[src/hdl/cmmn_pkg.sv]
// Package for the column min-max normaliser: payload word types, codes,
// fixed widths and the request/response structs of the shared divider.
// Used by every module in the hdl folder but cmmn_store; depends on nothing else.
package cmmn_pkg;

  // Default tensor limits, handed to the top level as parameter defaults.
  localparam int DEF_MAX_COLUMNS = 16;
  localparam int DEF_MAX_ROWS    = 32;
  localparam int DEF_MAX_LAYERS  = 8;

  // Fixed field widths.
  localparam int SAMPLE_W   = 32;
  localparam int DIFF_W     = SAMPLE_W + 1;  // difference of two samples
  localparam int FRAC_W     = 16;            // fraction bits of the result
  localparam int NORM_W     = FRAC_W + 1;    // unsigned Q1.16
  localparam int COL_OUT_W  = 4;
  localparam int CFG_INDEX_W = 2;
  localparam int CFG_DATA_W  = 6;

  // Quotient/dividend shift register of the divider. Wide enough for the
  // element counter at the largest supported tensor (64 x 1024 x 256).
  localparam int QUO_W  = 25;
  localparam int STEP_W = 5;

  localparam logic [NORM_W-1:0] NORM_ONE = NORM_W'(1) << FRAC_W;

  // Operation codes.
  localparam logic OP_LOAD  = 1'b0;
  localparam logic OP_FETCH = 1'b1;

  // Status codes.
  localparam logic STATUS_OK        = 1'b0;
  localparam logic STATUS_NOT_READY = 1'b1;

  // Configuration register indexes.
  localparam logic [CFG_INDEX_W-1:0] REG_COLUMN_COUNT = 2'd0;
  localparam logic [CFG_INDEX_W-1:0] REG_ROW_COUNT    = 2'd1;
  localparam logic [CFG_INDEX_W-1:0] REG_LAYER_COUNT  = 2'd2;

  // Input word.
  typedef struct packed {
    logic                       opcode;
    logic signed [SAMPLE_W-1:0] sample;
  } item_t;

  // Result word.
  typedef struct packed {
    logic [NORM_W-1:0]    norm_value;
    logic [COL_OUT_W-1:0] column_index;
    logic                 is_last;
    logic                 status;
  } result_t;

  // Request to the shared divider: one-cycle start plus operands.
  typedef struct packed {
    logic              start;
    logic [STEP_W-1:0] steps;
    logic [DIFF_W-1:0] rem_init;
    logic [QUO_W-1:0]  quo_init;
    logic [DIFF_W-1:0] divisor;
  } div_req_t;

  // Response of the shared divider: done pulses once, results then hold.
  typedef struct packed {
    logic              busy;
    logic              done;
    logic [DIFF_W-1:0] rem;
    logic [QUO_W-1:0]  quo;
  } div_rsp_t;

endpackage

[src/hdl/cmmn_colstat.sv]
// Per-column running minimum and maximum of the column min-max normaliser.
// Depends on cmmn_pkg for the sample width.
module cmmn_colstat import cmmn_pkg::*; #(
  parameter int MAX_COLUMNS = DEF_MAX_COLUMNS,
  parameter int COL_W       = 4
) (
  input  logic                       clk,
  input  logic                       rst,
  input  logic                       wr_en,
  input  logic                       first,
  input  logic [COL_W-1:0]           col,
  input  logic signed [SAMPLE_W-1:0] sample,
  output logic signed [SAMPLE_W-1:0] lo,
  output logic signed [SAMPLE_W-1:0] hi
);

  logic signed [SAMPLE_W-1:0] col_min [MAX_COLUMNS];
  logic signed [SAMPLE_W-1:0] col_max [MAX_COLUMNS];

  // The first sample of a column sets both bounds; later ones widen them.
  always_ff @(posedge clk) begin
    if (rst) begin
      for (int i = 0; i < MAX_COLUMNS; i++) begin
        col_min[i] <= '0;
        col_max[i] <= '0;
      end
    end else if (wr_en) begin
      if (first) begin
        col_min[col] <= sample;
        col_max[col] <= sample;
      end else begin
        if (sample > col_max[col]) begin
          col_max[col] <= sample;
        end
        if (sample < col_min[col]) begin
          col_min[col] <= sample;
        end
      end
    end
  end

  // Read at the same column.
  assign lo = col_min[col];
  assign hi = col_max[col];

endmodule

[config.mk]
export PLATFORM = sky130hd
export DESIGN_NAME = cmmn_colstat
export DESIGN_NICKNAME = d
export VERILOG_FILES = /design/src/hdl/cmmn_pkg.sv /design/src/hdl/cmmn_colstat.sv
export SDC_FILE = /design/constraint.sdc
export NUM_CORES = 1
export LEC_CHECK = 0
export BUFFER_PORTS_ARGS = -buffer_cell sky130_fd_sc_hd__buf_4
export CAP_MARGIN = 20
export CORE_UTILIZATION = 64
export CTS_CLUSTER_DIAMETER = 40
export DETAILED_ROUTE_END_ITERATION = 8
export GPL_ROUTABILITY_DRIVEN = 0
export PLACE_DENSITY = 0.81
export SLEW_MARGIN = 15
export SYNTH_ARGS = -nofsm -noshare
export SYNTH_HDL_FRONTEND = slang
export SYNTH_SLANG_ARGS = --single-unit
export TNS_END_PERCENT = 20
[constraint.sdc]
create_clock -name clk -period 14.22 [get_ports clk]
set_input_delay 0.711 -clock clk [delete_from_list [all_inputs] [get_ports clk]]
set_output_delay 0.711 -clock clk [all_outputs]
set_load 0.05 [all_outputs]
# After elaboration in Yosys (flattened, before gate mapping)
# Memory sizes are Yosys's and may differ from the RTL's.
# Cells that the tools add are included.
totals:
  memories: 2
  ram_bits: 1024
  regBits: 0
  latchBits: 0
  romBits: 0
  wordCells: 32
  output_inout_bits: 64
  input_bits: 40
op_classes:
  order_cmp: 2
  shift: 0
  reduce_logical: 2
  n_div: 0
  addsub: 0
  n_bitwise: 2
  multipliers: 0
  eq_ne: 0
  n_mux: 24
mem_list:
  columns: ["memory", "depth", "width", "rd", "rd_clocked_by_memory_dff", "write_ports", "line", "text"]
  rows:
  - ["col_max", 16, 32, 1, 0, 16, "cmmn_colstat.sv:18", "logic signed [SAMPLE_W-1:0] col_max [MAX_COLUMNS];"]
  - ["col_min", 16, 32, 1, 0, 16, "cmmn_colstat.sv:17", "logic signed [SAMPLE_W-1:0] col_min [MAX_COLUMNS];"]
ops:
  columns: ["cell", "n"]
  rows:
  - ["2-to-1 mux 32 bit", 4]
  - ["OR reduction 32 bit", 2]
  - ["> comparator 32 bit", 1]
  - ["less-than comparator 32 bit", 1]
  - ["2-to-1 mux 1 bit", 18]
  - ["2-to-1 mux 4 bit", 2]
  - ["bitwise OR 1 bit", 2]

# Longest topological paths before layout
# An unclocked memory read counts as a cell.
logic_depth:
  ltp_word: 10
  depth_mapped: 17
  ltp_nobuf: 12

# Least setup slack after synthesis
# No wires, ideal clock.
synth_timing:
  path_kind: "input -> register"
  start: "input col[0]"
  end: "memory col_min[0][0] (enable)"
  arrival_ns: 6.595
  path_slack_ns: 7.197
  stages: 16
  setup_time_ns: 0.428
  t_required_ns: 13.792
  path_buffers: 4
  path_cell_list: "clkbuf_1 clkbuf_1 buf_1 mux4_2 mux4_2 inv_1 ha_1 a21o_1 a21o_1 a221oi_1 o21ai_0 a211oi_1 mux2_4 nand2b_1 buf_2 o21bai_1"
synth_rtl:
  columns: ["element", "line", "text"]
  rows:
  - ["start: declaration", "cmmn_colstat.sv:11", "input logic [COL_W-1:0] col,"]
  - ["end: declaration", "cmmn_colstat.sv:17", null]

==> flow_summary.toml <==
[clock_tree]
post_cts_resized = 0
ctsHoldBuffers = 0
cts_max_level = 3
tritoncts = "done"
cts_root_buf = "clkbuf_16"
cts_num_sinks = 1024
clk_pin_slew_ns = 0.06
clockBufferDepth = 3
numCtsBuffers = 119
clk_latency_ns = 0.74
post_cts.repair.setup_buffers = 0

[synth]
synth_flop_cell = "edfxtp_1"
synth_top_area_share = 0.661
yosysUniqueCellTypes = 43
synthCells = 3077
synth.avg_cell_area_um2 = 15.1
synth_edf_count = 1024
synth_common_cells = "1,024 x edfxtp_1, 520 x nor3_1, 403 x nor2_1"
async_flop_share = 0
syn_area_um2 = 46500
yosysTopAreaCell = "edfxtp_1"
synth_most_common_cell = "edfxtp_1"
synth.area.top_cells = "edfxtp_1 66%, mux4_2 15%, nor3_1 5.6%"
ys_ff_latch = 1024
ys_seq_area_frac = 0.661
syn_nets = 3180
yosysWarnings = 0

[global_route]
grt_remaining_overflow = 0
grt_usage = 0.381
grt_pass1_wl_mm = 202
grt_max_degree = 257
grt_pass1_vias = 30700
antenna_found_initial = 4

[placed_design]
place_inst = 3878
place_ws_ns = 5.92
io_buffers = 103
place_area_um2 = 48200
detailed_place_hpwl_mm = 77.3

[worst_setup_path]
cp-end-kind = "flip-flop"
cp_top_family = "buffers and inverters"
crit_type = "primary input to flip-flop"
cpPeakStageDelay_ns = 0.84
crit_chain = "buf_8, buf_12, buf_4, mux4_2, mux4_2, inv_1, ha_1, a21o_1, a21o_1, a21oi_1, o2111ai_1, a2111oi_0, a21oi_2, buf_4, o21ai_4, buf_4, buf_4, nor3_1"
cp_slowest_cell = "buf_4"
start_kind = "primary input"
crit_required_ns = 14.62
arrival_ns = 8.27
path_max_fanout = 146
critical_path_buf_inv_count = 7
critPathMostFrequentCell = "buf_4"

[sta]
finalSetupViolations = 0
slew_violations = 0
min_period_over_period = 0.554
hold_slack_ns = 0.442
hold_viol_final = 0
fin_skew_ns = 0.0529
timing.fmax_ghz = 0.127
relSlewSlack = 0.202
worst_pin_slew_ns = 1.20
fin_crit_ns = 7.87
layout_setup_ws_ns = 6.35
fin_tns_setup_ns = 0
rsz0062_at_grt = "no"

[detailed_routing]
drt-pass1-iter-count = 6
via_per_inst = 7.35
highest_layer = "met5"
detail_route.wl_per_cell_um = 33.7
num_vias = 30200
drt_wl_total_mm = 139
drc = 0
drt_first_iter_violations = 5212
dr_wl_met2_mm = 64.3
wl_met3_mm = 22.2
ant_nets = 0
wl_met1_mm = 43.7

[finish]
finalNonFillerCells = 4111
nNetsFinal = 3162
drive_gt1_frac = 0.239
final_cell_area_um2 = 52400
utilization = 0.731
antenna_cells = 0
syn_to_final_growth_pct = 12.7

[die]
fp.coreArea_um2 = 71700
pin_count = 104
die_h_um = 272
die-width_um = 272
die_area_um2 = 73700
initial_core_util = 0.648
rows = 98

[power_and_ir_drop]
swShare = 0.263
power_frac_comb = 0.118
ir_drop_v = 0.000123
p_total_mw = 7.45
clockPowerShare = 0.414
p_leak_nw = 17.7
p_int_mw = 5.49
p_per_area_nw_per_um2 = 142
p_sw_mw = 1.96
seqPwrFrac = 0.469

[worst_hold_path]
worst_hold_path_type = "primary input to flip-flop"

[status]
status = "finished clean"

[job]
drv_cap = 0
power by group through the flow:
stage,registers (mW),clock network (mW),logic (mW)
floorplan,3.53,0,0.550
global placement,3.54,0,0.809
detailed placement,3.55,0,0.836
CTS,3.49,3.06,0.848
global route,3.50,3.19,0.899
finish,3.49,3.08,0.876
cells by family after synthesis:
logic type                 count (synthesis)  synth area share
DFF                                     1024             0.661
buffers and inverters                    381            0.0323
and+or+nand+nor                         1186             0.120
adders and majority gates                 63            0.0170
muxes                                    323             0.155
AOI/OAI and AO/OA                        100            0.0148
worst reg2reg max path, delay by kind of cell, from the launching register on:
kind | cells | cell delay [ns]
buf+inv | 2 | 0.32
compound gates | 5 | 1.55
flops | 1 | 0.37
simple gates | 2 | 1.61
mux | 3 | 1.70
fa+ha+maj | 1 | 0.25
sequential cells by signal (all words and copies together), names as in the netlist:
signal	cells
col_max	512
col_min	512
final cells by class:
class,count,area [µm²]
Clock buffer,132,3030
Clock inverter,91,947
Fill cell,4114,19300
Inverter,67,251
Multi-Input combinational cell,1672,14600
Sequential cell,1024,30700
Tap cell,950,1190
Timing Repair Buffer,175,1640
final timing paths:
path / cells after the start / start / end / slack (ns)
min: 2 / sample[30] / col_min[1][30] / 0.44
min reg2reg: 7 / col_min[2][0] / col_min[3][0] / 2.16
max reg2reg: 13 / col_min[3][29] / col_min[9][0] / 8.02
max: 18 / col[1] / col_max[9][3] / 6.35
metal layers:
layer / vias to the layer above / GRT usage
met3: 633 / 0.111
li1: 11800 / -
met1: 14800 / 0.504
met4: 4 / 0.199
met5: - / 0
met2: 2975 / 0.581
placed cells by master, fill, tap and decap left out, types with 12 or more instances in the layout:
cell,n
a21o_1,12
a21oi_1,17
a31o_2,13
and2_1,127
buf_4,150
bufinv_16,12
clkbuf_1,13
clkbuf_16,119
clkinv_1,14
clkinv_4,13
clkinvlp_4,21
edfxtp_1,1024
ha_1,63
inv_1,67
inv_6,15
mux4_2,317
nand2_1,81
nor2_1,402
nor3_1,520
o21ai_4,13
o21bai_4,12
No activity file was read; power rests on OpenSTA's default activity.
