[src/hdl/cmmn_pkg.sv]
// Package for the column min-max normaliser: payload word types, codes,
// fixed widths and the request/response structs of the shared divider.
// Used by every module in the hdl folder but cmmn_store; depends on nothing else.
package cmmn_pkg;

  // Default tensor limits, handed to the top level as parameter defaults.
  localparam int DEF_MAX_COLUMNS = 16;
  localparam int DEF_MAX_ROWS    = 32;
  localparam int DEF_MAX_LAYERS  = 8;

  // Fixed field widths.
  localparam int SAMPLE_W   = 32;
  localparam int DIFF_W     = SAMPLE_W + 1;  // difference of two samples
  localparam int FRAC_W     = 16;            // fraction bits of the result
  localparam int NORM_W     = FRAC_W + 1;    // unsigned Q1.16
  localparam int COL_OUT_W  = 4;
  localparam int CFG_INDEX_W = 2;
  localparam int CFG_DATA_W  = 6;

  // Quotient/dividend shift register of the divider. Wide enough for the
  // element counter at the largest supported tensor (64 x 1024 x 256).
  localparam int QUO_W  = 25;
  localparam int STEP_W = 5;

  localparam logic [NORM_W-1:0] NORM_ONE = NORM_W'(1) << FRAC_W;

  // Operation codes.
  localparam logic OP_LOAD  = 1'b0;
  localparam logic OP_FETCH = 1'b1;

  // Status codes.
  localparam logic STATUS_OK        = 1'b0;
  localparam logic STATUS_NOT_READY = 1'b1;

  // Configuration register indexes.
  localparam logic [CFG_INDEX_W-1:0] REG_COLUMN_COUNT = 2'd0;
  localparam logic [CFG_INDEX_W-1:0] REG_ROW_COUNT    = 2'd1;
  localparam logic [CFG_INDEX_W-1:0] REG_LAYER_COUNT  = 2'd2;

  // Input word.
  typedef struct packed {
    logic                       opcode;
    logic signed [SAMPLE_W-1:0] sample;
  } item_t;

  // Result word.
  typedef struct packed {
    logic [NORM_W-1:0]    norm_value;
    logic [COL_OUT_W-1:0] column_index;
    logic                 is_last;
    logic                 status;
  } result_t;

  // Request to the shared divider: one-cycle start plus operands.
  typedef struct packed {
    logic              start;
    logic [STEP_W-1:0] steps;
    logic [DIFF_W-1:0] rem_init;
    logic [QUO_W-1:0]  quo_init;
    logic [DIFF_W-1:0] divisor;
  } div_req_t;

  // Response of the shared divider: done pulses once, results then hold.
  typedef struct packed {
    logic              busy;
    logic              done;
    logic [DIFF_W-1:0] rem;
    logic [QUO_W-1:0]  quo;
  } div_rsp_t;

endpackage

[src/hdl/cmmn_divider.sv]
// Shared restoring divider of the column min-max normaliser: one quotient
// bit per cycle. Depends on cmmn_pkg for the request and response structs.
module cmmn_divider import cmmn_pkg::*; (
  input  logic     clk,
  input  logic     rst,
  input  div_req_t req,
  output div_rsp_t rsp
);

  logic [DIFF_W-1:0] rem;
  logic [QUO_W-1:0]  quo;
  logic [DIFF_W-1:0] divisor;
  logic [STEP_W-1:0] count;
  logic              active;
  logic              done;

  logic [DIFF_W:0]   shifted;
  logic [DIFF_W:0]   diff;
  logic              ge;

  // One step: shift the next dividend bit into the remainder and subtract
  // the divisor when it fits.
  always_comb begin
    shifted = {rem, quo[QUO_W-1]};
    diff    = shifted - {1'b0, divisor};
    ge      = (shifted >= {1'b0, divisor});
  end

  // Control.
  always_ff @(posedge clk) begin
    if (rst) begin
      active <= 1'b0;
      done   <= 1'b0;
    end else begin
      done <= 1'b0;
      if (req.start) begin
        active <= 1'b1;
      end else if (active && (count == STEP_W'(1))) begin
        active <= 1'b0;
        done   <= 1'b1;
      end
    end
  end

  // Datapath.
  always_ff @(posedge clk) begin
    if (req.start) begin
      rem     <= req.rem_init;
      quo     <= req.quo_init;
      divisor <= req.divisor;
      count   <= req.steps;
    end else if (active) begin
      rem   <= ge ? diff[DIFF_W-1:0] : shifted[DIFF_W-1:0];
      quo   <= {quo[QUO_W-2:0], ge};
      count <= count - STEP_W'(1);
    end
  end

  assign rsp.busy = active;
  assign rsp.done = done;
  assign rsp.rem  = rem;
  assign rsp.quo  = quo;

endmodule

[config.mk]
export PLATFORM = sky130hd
export DESIGN_NAME = cmmn_divider
export DESIGN_NICKNAME = d
export VERILOG_FILES = /design/src/hdl/cmmn_pkg.sv /design/src/hdl/cmmn_divider.sv
export SDC_FILE = /design/constraint.sdc
export NUM_CORES = 1
export LEC_CHECK = 0
export BUFFER_PORTS_ARGS = -buffer_cell sky130_fd_sc_hd__buf_4
export CAP_MARGIN = 20
export CORE_UTILIZATION = 40
export DETAILED_ROUTE_END_ITERATION = 7
export GPL_TIMING_DRIVEN = 1
export PLACE_DENSITY = 0.71
export SLEW_MARGIN = 40
export SYNTH_ARGS = -nofsm -noshare
export SYNTH_HDL_FRONTEND = slang
export SYNTH_SLANG_ARGS = --single-unit
[constraint.sdc]
create_clock -name clk -period 3.6 [get_ports clk]
set_clock_uncertainty 0.2 [all_clocks]
set_input_delay 0.72 -clock clk [delete_from_list [all_inputs] [get_ports clk]]
set_output_delay 0.72 -clock clk [all_outputs]
set_load 0.03 [all_outputs]
# Yosys cells after proc, flatten, opt, wreduce, memory -nomap -nowiden

Cells that the tools add are included.

$add $sub $neg: 2
Magnitude comparators: 1
Eq/ne operators: 1
Muxes and demuxes: 10
Reduce and logical (&&, ||, !) cells: 4

Operators by type and width:

| kind                                             | count |
|---|---|
| 2-to-1 mux 33 bit                                | 3 |
| 2-to-1 mux 25 bit                                | 2 |
| >= comparator 34 x 33 -> 1 bit                   | 1 |
| subtractor 33 bit                                | 1 |
| 2-to-1 mux 5 bit                                 | 2 |
| == test 5 x 1 -> 1 bit, second input constant    | 1 |
| subtractor 5 x 1 -> 5 bit, second input constant | 1 |
| nonzero test 2 bit                               | 2 |
| 2-to-1 mux 1 bit                                 | 3 |
| OR reduction 2 bit                               | 1 |
| logical AND 1 bit                                | 1 |

Register bits after elaboration: 98
Input bits: 99
Output and inout bits: 60
Logic and storage cells: 24

# Longest topological paths before layout

Depth after elaboration: 4
Gate-level depth with buffers: 15
Depth with buffers taken out: 13

# Worst setup path after synthesis

Ideal clock, no wire load.

Path kind: register to register
Start point: register quo[24]
End point: register rem[0] (data pin)
Setup time: 0.260 ns
Arrival time: 2.976 ns
Setup slack: 0.164 ns
Cell stages (with the launch flop): 14
Path buffers: 1
Period minus slack after synthesis: 3.436 ns
Cells stage by stage: edfxtp_1 inv_1 ha_1 inv_1 fa_1 a211oi_2 o21ai_2 o2111ai_2 nand2_1 or3_1 a31oi_4 buf_2 o21ai_0 mux2_2

Cells in the longest elaborated chain, start to end: 4

RTL lines:

| item                                                                | RTL line                               | RTL |
|---|---|---|
| from (decl)                                                         | cmmn_divider.sv:11                     | `logic [QUO_W-1:0] quo;` |
| from (signal assigned)                                              | cmmn_divider.sv:49                     | `quo <= req.quo_init;` |
| from (signal assigned)                                              | cmmn_divider.sv:54                     | `quo <= {quo[QUO_W-2:0], ge};` |
| subtractor 33 bit or >= comparator 34 x 33 -> 1 bit (tied branches) | cmmn_divider.sv:25, cmmn_divider.sv:26 |  |
| 2-to-1 mux 33 bit *                                                 | cmmn_divider.sv:53                     | `rem <= ge ? diff[DIFF_W-1:0] : shifted[DIFF_W-1:0];` |
| 2-to-1 mux 33 bit *                                                 | cmmn_divider.sv:52                     | `end else if (active) begin` |
| 2-to-1 mux 33 bit *                                                 | cmmn_divider.sv:47                     | `if (req.start) begin` |
| to (signal assigned)                                                | cmmn_divider.sv:48                     | `rem <= req.rem_init;` |
| to (signal assigned)                                                | cmmn_divider.sv:53                     |  |
| to (decl)                                                           | cmmn_divider.sv:10                     | `logic [DIFF_W-1:0] rem;` |

Every way passes the cells marked *; elsewhere a longest branch is shown, timed or not. The select of a mux whose other input is x is not followed.
A chain may end at the register's enable or synchronous reset.

# Worst setup path after layout

Start point: register quo[24]
End point: register rem[6] (data pin)

Same word-level chain as after synthesis.

==> impl_metrics.toml <==
[routing]
wirelength_um = 15400
drc = 0
wl_per_cell_um = 16.8
drt_iter0_drc = 331
vias = 4932
drt-vias-per-instance = 5.38
drtPass1Iterations = 5
ant_nets = 0

[logic_synthesis]
synthTopCellsByArea = "edfxtp_1 (48%), ha_1 (7.3%), mux2_2 (7.1%)"
yosysTopAreaCellShare_pct = 48.0
yosys_most_used_dff = "edfxtp_1"
ys_ff_latch = 98
syn_area_mm2 = 0.00600
yosys_warnings = 0
synthesis.nets = 698
avgSynthCellArea_um2 = 10.7
synthCells = 563
synth_top_area_cell = "edfxtp_1"
synth-edff-count = 96
ys_seq_area_share_pct = 48.7
synth.distinct_cells = 56
async_flop_share_pct = 0

[worst_setup_path]
max_stage_delay_ns = 0.43
cp_max_fo = 10
path_cells = "inv_1, ha_1, inv_1, fa_2, a211oi_2, o21ai_2, o2111ai_2, nand2_2, or3_4, a31oi_4, buf_12, clkbuf_16, o21ai_0, mux2_2"
crit_required_ns = 3.52
endpoint_kind = "flip-flop"
slowest_stage = "edfxtp_1"
timing.rr.start = "quo[24]$_DFFE_PP_"
path_class = "flip-flop to flip-flop"
crit_family = "compound AO/OA/AOI/OAI gates"
start_kind = "flip-flop"
critPathBufInv = 4
arrival_ns = 3.44
r2r_slack_ns = 0.08
crit_top_cell = "inv_1"
r2r_cells = 14
timing.rr.end = "rem[6]$_DFFE_PP_"

[cells_and_area]
fin_cells = 916
fill_cells = 1254
regArea_mm2 = 0.00292
n_antenna_cell = 0
multi_input_area_mm2 = 0.00280
layout-drive-gt1-share_pct = 33.5
syn_to_final_growth_pct = 32.1
finalNetCount = 862

[floorplan]
coreArea_mm2 = 0.0146
start_util_pct = 41.1
die-height_um = 125
pin_count = 159
num_rows = 44
fp.dieW_um = 125
die-area_mm2 = 0.0155

[clocking]
cts_hold_buf = 0
clk_pin_slew_worst_paths_ns = 0.07
cts_root_buffer = "clkbuf_16"
clk_path_buf_depth = 2
insertion_delay_ns = 0.36
cts_buffers = 9
cts_num_sinks = 98
cts_tree = "yes"
cts.htree.levels = 3

[worst_hold_path]
holdPathStages = 1
hp-class = "flip-flop to flip-flop"
hold_path_end = "done$_SDFF_PP0_"
holdCritStartpoint = "active$_SDFFE_PP0P_"

[global_routing]
antenna_found_initial = 0
grt.overflow.total = 0
track_usage_pct = 19.2
first_global_vias = 4821
grt_max_degree = 99
grt_pass1_wl_um = 23700

[pwr]
power_per_cell_area_mw_per_mm2 = 641
swShare_pct = 38.5
power.total_mw = 5.08
ir_drop_mv = 0.340
switchingPower_mw = 1.95
pwr-share-clk_pct = 20.1
seqPwrFrac_pct = 32.2
intPower_mw = 3.12
combPwrFrac_pct = 47.7
p_leak_nw = 3.42

[sta]
hold_viol_final = 0
fmax_mhz = 284
whs_ns = 0.314
tightestPinTransition_ns = 0.606
setup-tns-final_ns = 0
final-setup-viol-count = 0
fin_crit_ns = 3.52
slew_headroom_pct = 59.6
drv_slew = 0
fin_crit_sh_pct = 97.9

[status]
outcome = "finished, final reports clean"

[placed_design]
portBuffers = 158
placed_cells = 888
routabilityCongestion = 0.865
place_hpwl_um = 10800

[run]
maxCapViolCount = 0
power groups by stage:
stage                     registers, mW  logic [mW]  clock network (mW)
after floorplan                    1.91        1.31                   0
after global placement             1.65        2.16                   0
after detailed placement           1.66        2.21                   0
after CTS                          1.64        2.22                1.05
after global routing               1.66        2.63                1.08
final                              1.64        2.42                1.02
worst register-to-register path, stage by stage, from the launching register on:
cell and delay (ns):
edfxtp_1 0.43, inv_1 0.08, ha_1 0.17, inv_1 0.06
fa_2 0.39, a211oi_2 0.23, o21ai_2 0.10, o2111ai_2 0.24
nand2_2 0.11, or3_4 0.35, a31oi_4 0.25, buf_12 0.17
clkbuf_16 0.16, o21ai_0 0.08, mux2_2 0.26
per-stage QoR:
step           utilization [%]  cell area (um^2)  setup WS [ns]
4_1_cts                   52.8              7700         0.0424
6_report                  54.3              7930         0.0766
2_1_floorplan                -              6000          0.164
3_3_place_gp              50.7              7390          0.206
5_1_grt                   54.3              7930        -0.0595
3_5_place_dp              50.7              7400         0.0743
cells in the final DEF, fill, tap and decap left out, types with 3 or more instances in the layout:
master / instances
buf_4: 166
edfxtp_1: 96
inv_1: 50
nand2_1: 48
a21oi_1: 39
mux2_2: 38
o21ai_0: 35
ha_1: 35
nor2_1: 27
a21o_1: 22
clkbuf_16: 14
xor2_1: 13
xnor2_1: 13
o21a_1: 12
nor3_1: 10
a31oi_1: 9
nand3_1: 8
o211ai_1: 8
a211oi_1: 6
and3_1: 5
nand4_1: 5
o31ai_1: 4
buf_12: 4
o21ai_1: 3
or3_1: 3
nor4_1: 3
nor3b_1: 3
mux2i_1: 3
inv_6: 3
flip-flops by register name, indices dropped and copies added (netlist names):
signal,flops
quo,25
rem,33
active,1
count,5
done,1
divisor,33
timing repair:
item,4_1_cts,5_1_grt
resized for setup,0,9
buffers inserted,0,7
setup endpoints to repair,0,23
cell type report:
type                            instances  share of cell area (%)
Sequential cell                        98                    36.9
Multi-Input combinational cell        390                    35.3
Timing Repair Buffer                  177                    18.6
Tap cell                              184                    2.90
Clock buffer                            9                    2.84
Inverter                               51                    2.41
Clock inverter                          7                    1.04
how the worst max path moves through the flow:
stage	from	to	slack (ns)	depth (start not counted)
after floorplan	quo[24]$_DFFE_PP_	rem[0]$_DFFE_PP_	0.16	13
after global placement	quo[24]$_DFFE_PP_	rem[20]$_DFFE_PP_	0.21	13
after detailed placement	quo[24]$_DFFE_PP_	rem[7]$_DFFE_PP_	0.07	13
after CTS	quo[24]$_DFFE_PP_	rem[12]$_DFFE_PP_	0.04	13
after global routing	quo[24]$_DFFE_PP_	rem[4]$_DFFE_PP_	-0.06	15
final	quo[24]$_DFFE_PP_	rem[6]$_DFFE_PP_	0.08	14
routing by layer:
layer  vias to the layer above  wire length [um]  GRT usage (%)
li1                       2406                 -              -
met1                      2333              6850           25.0
met2                       173              7300           30.9
met3                        20               952           4.85
met4                         0               310           7.02
met5                         -                 0              0
synthesized netlist by cell type (5+ instances only):
library cell,n
nand3_1,8
buf_2,7
a211oi_1,7
nand2_1,49
xnor2_1,13
edfxtp_1,96
xor2_1,13
o211ai_1,8
a31oi_1,9
a21o_1,22
nor3_1,10
a21oi_1,40
and3_1,5
o21ai_0,35
ha_1,35
mux2_2,38
inv_1,50
nand4_1,5
nor2_1,27
clkbuf_1,10
o21a_1,12
logic make-up after synthesis:
kind of cell,Yosys count,share of synthesized area (%)
xor+xnor,26,3.79
simple gates,127,9.92
buf+inv,75,5.11
fa+ha+maj,36,7.63
mux,41,7.63
flops,98,48.7
compound gates,160,17.2
No activity file was read; power rests on OpenSTA's default activity.
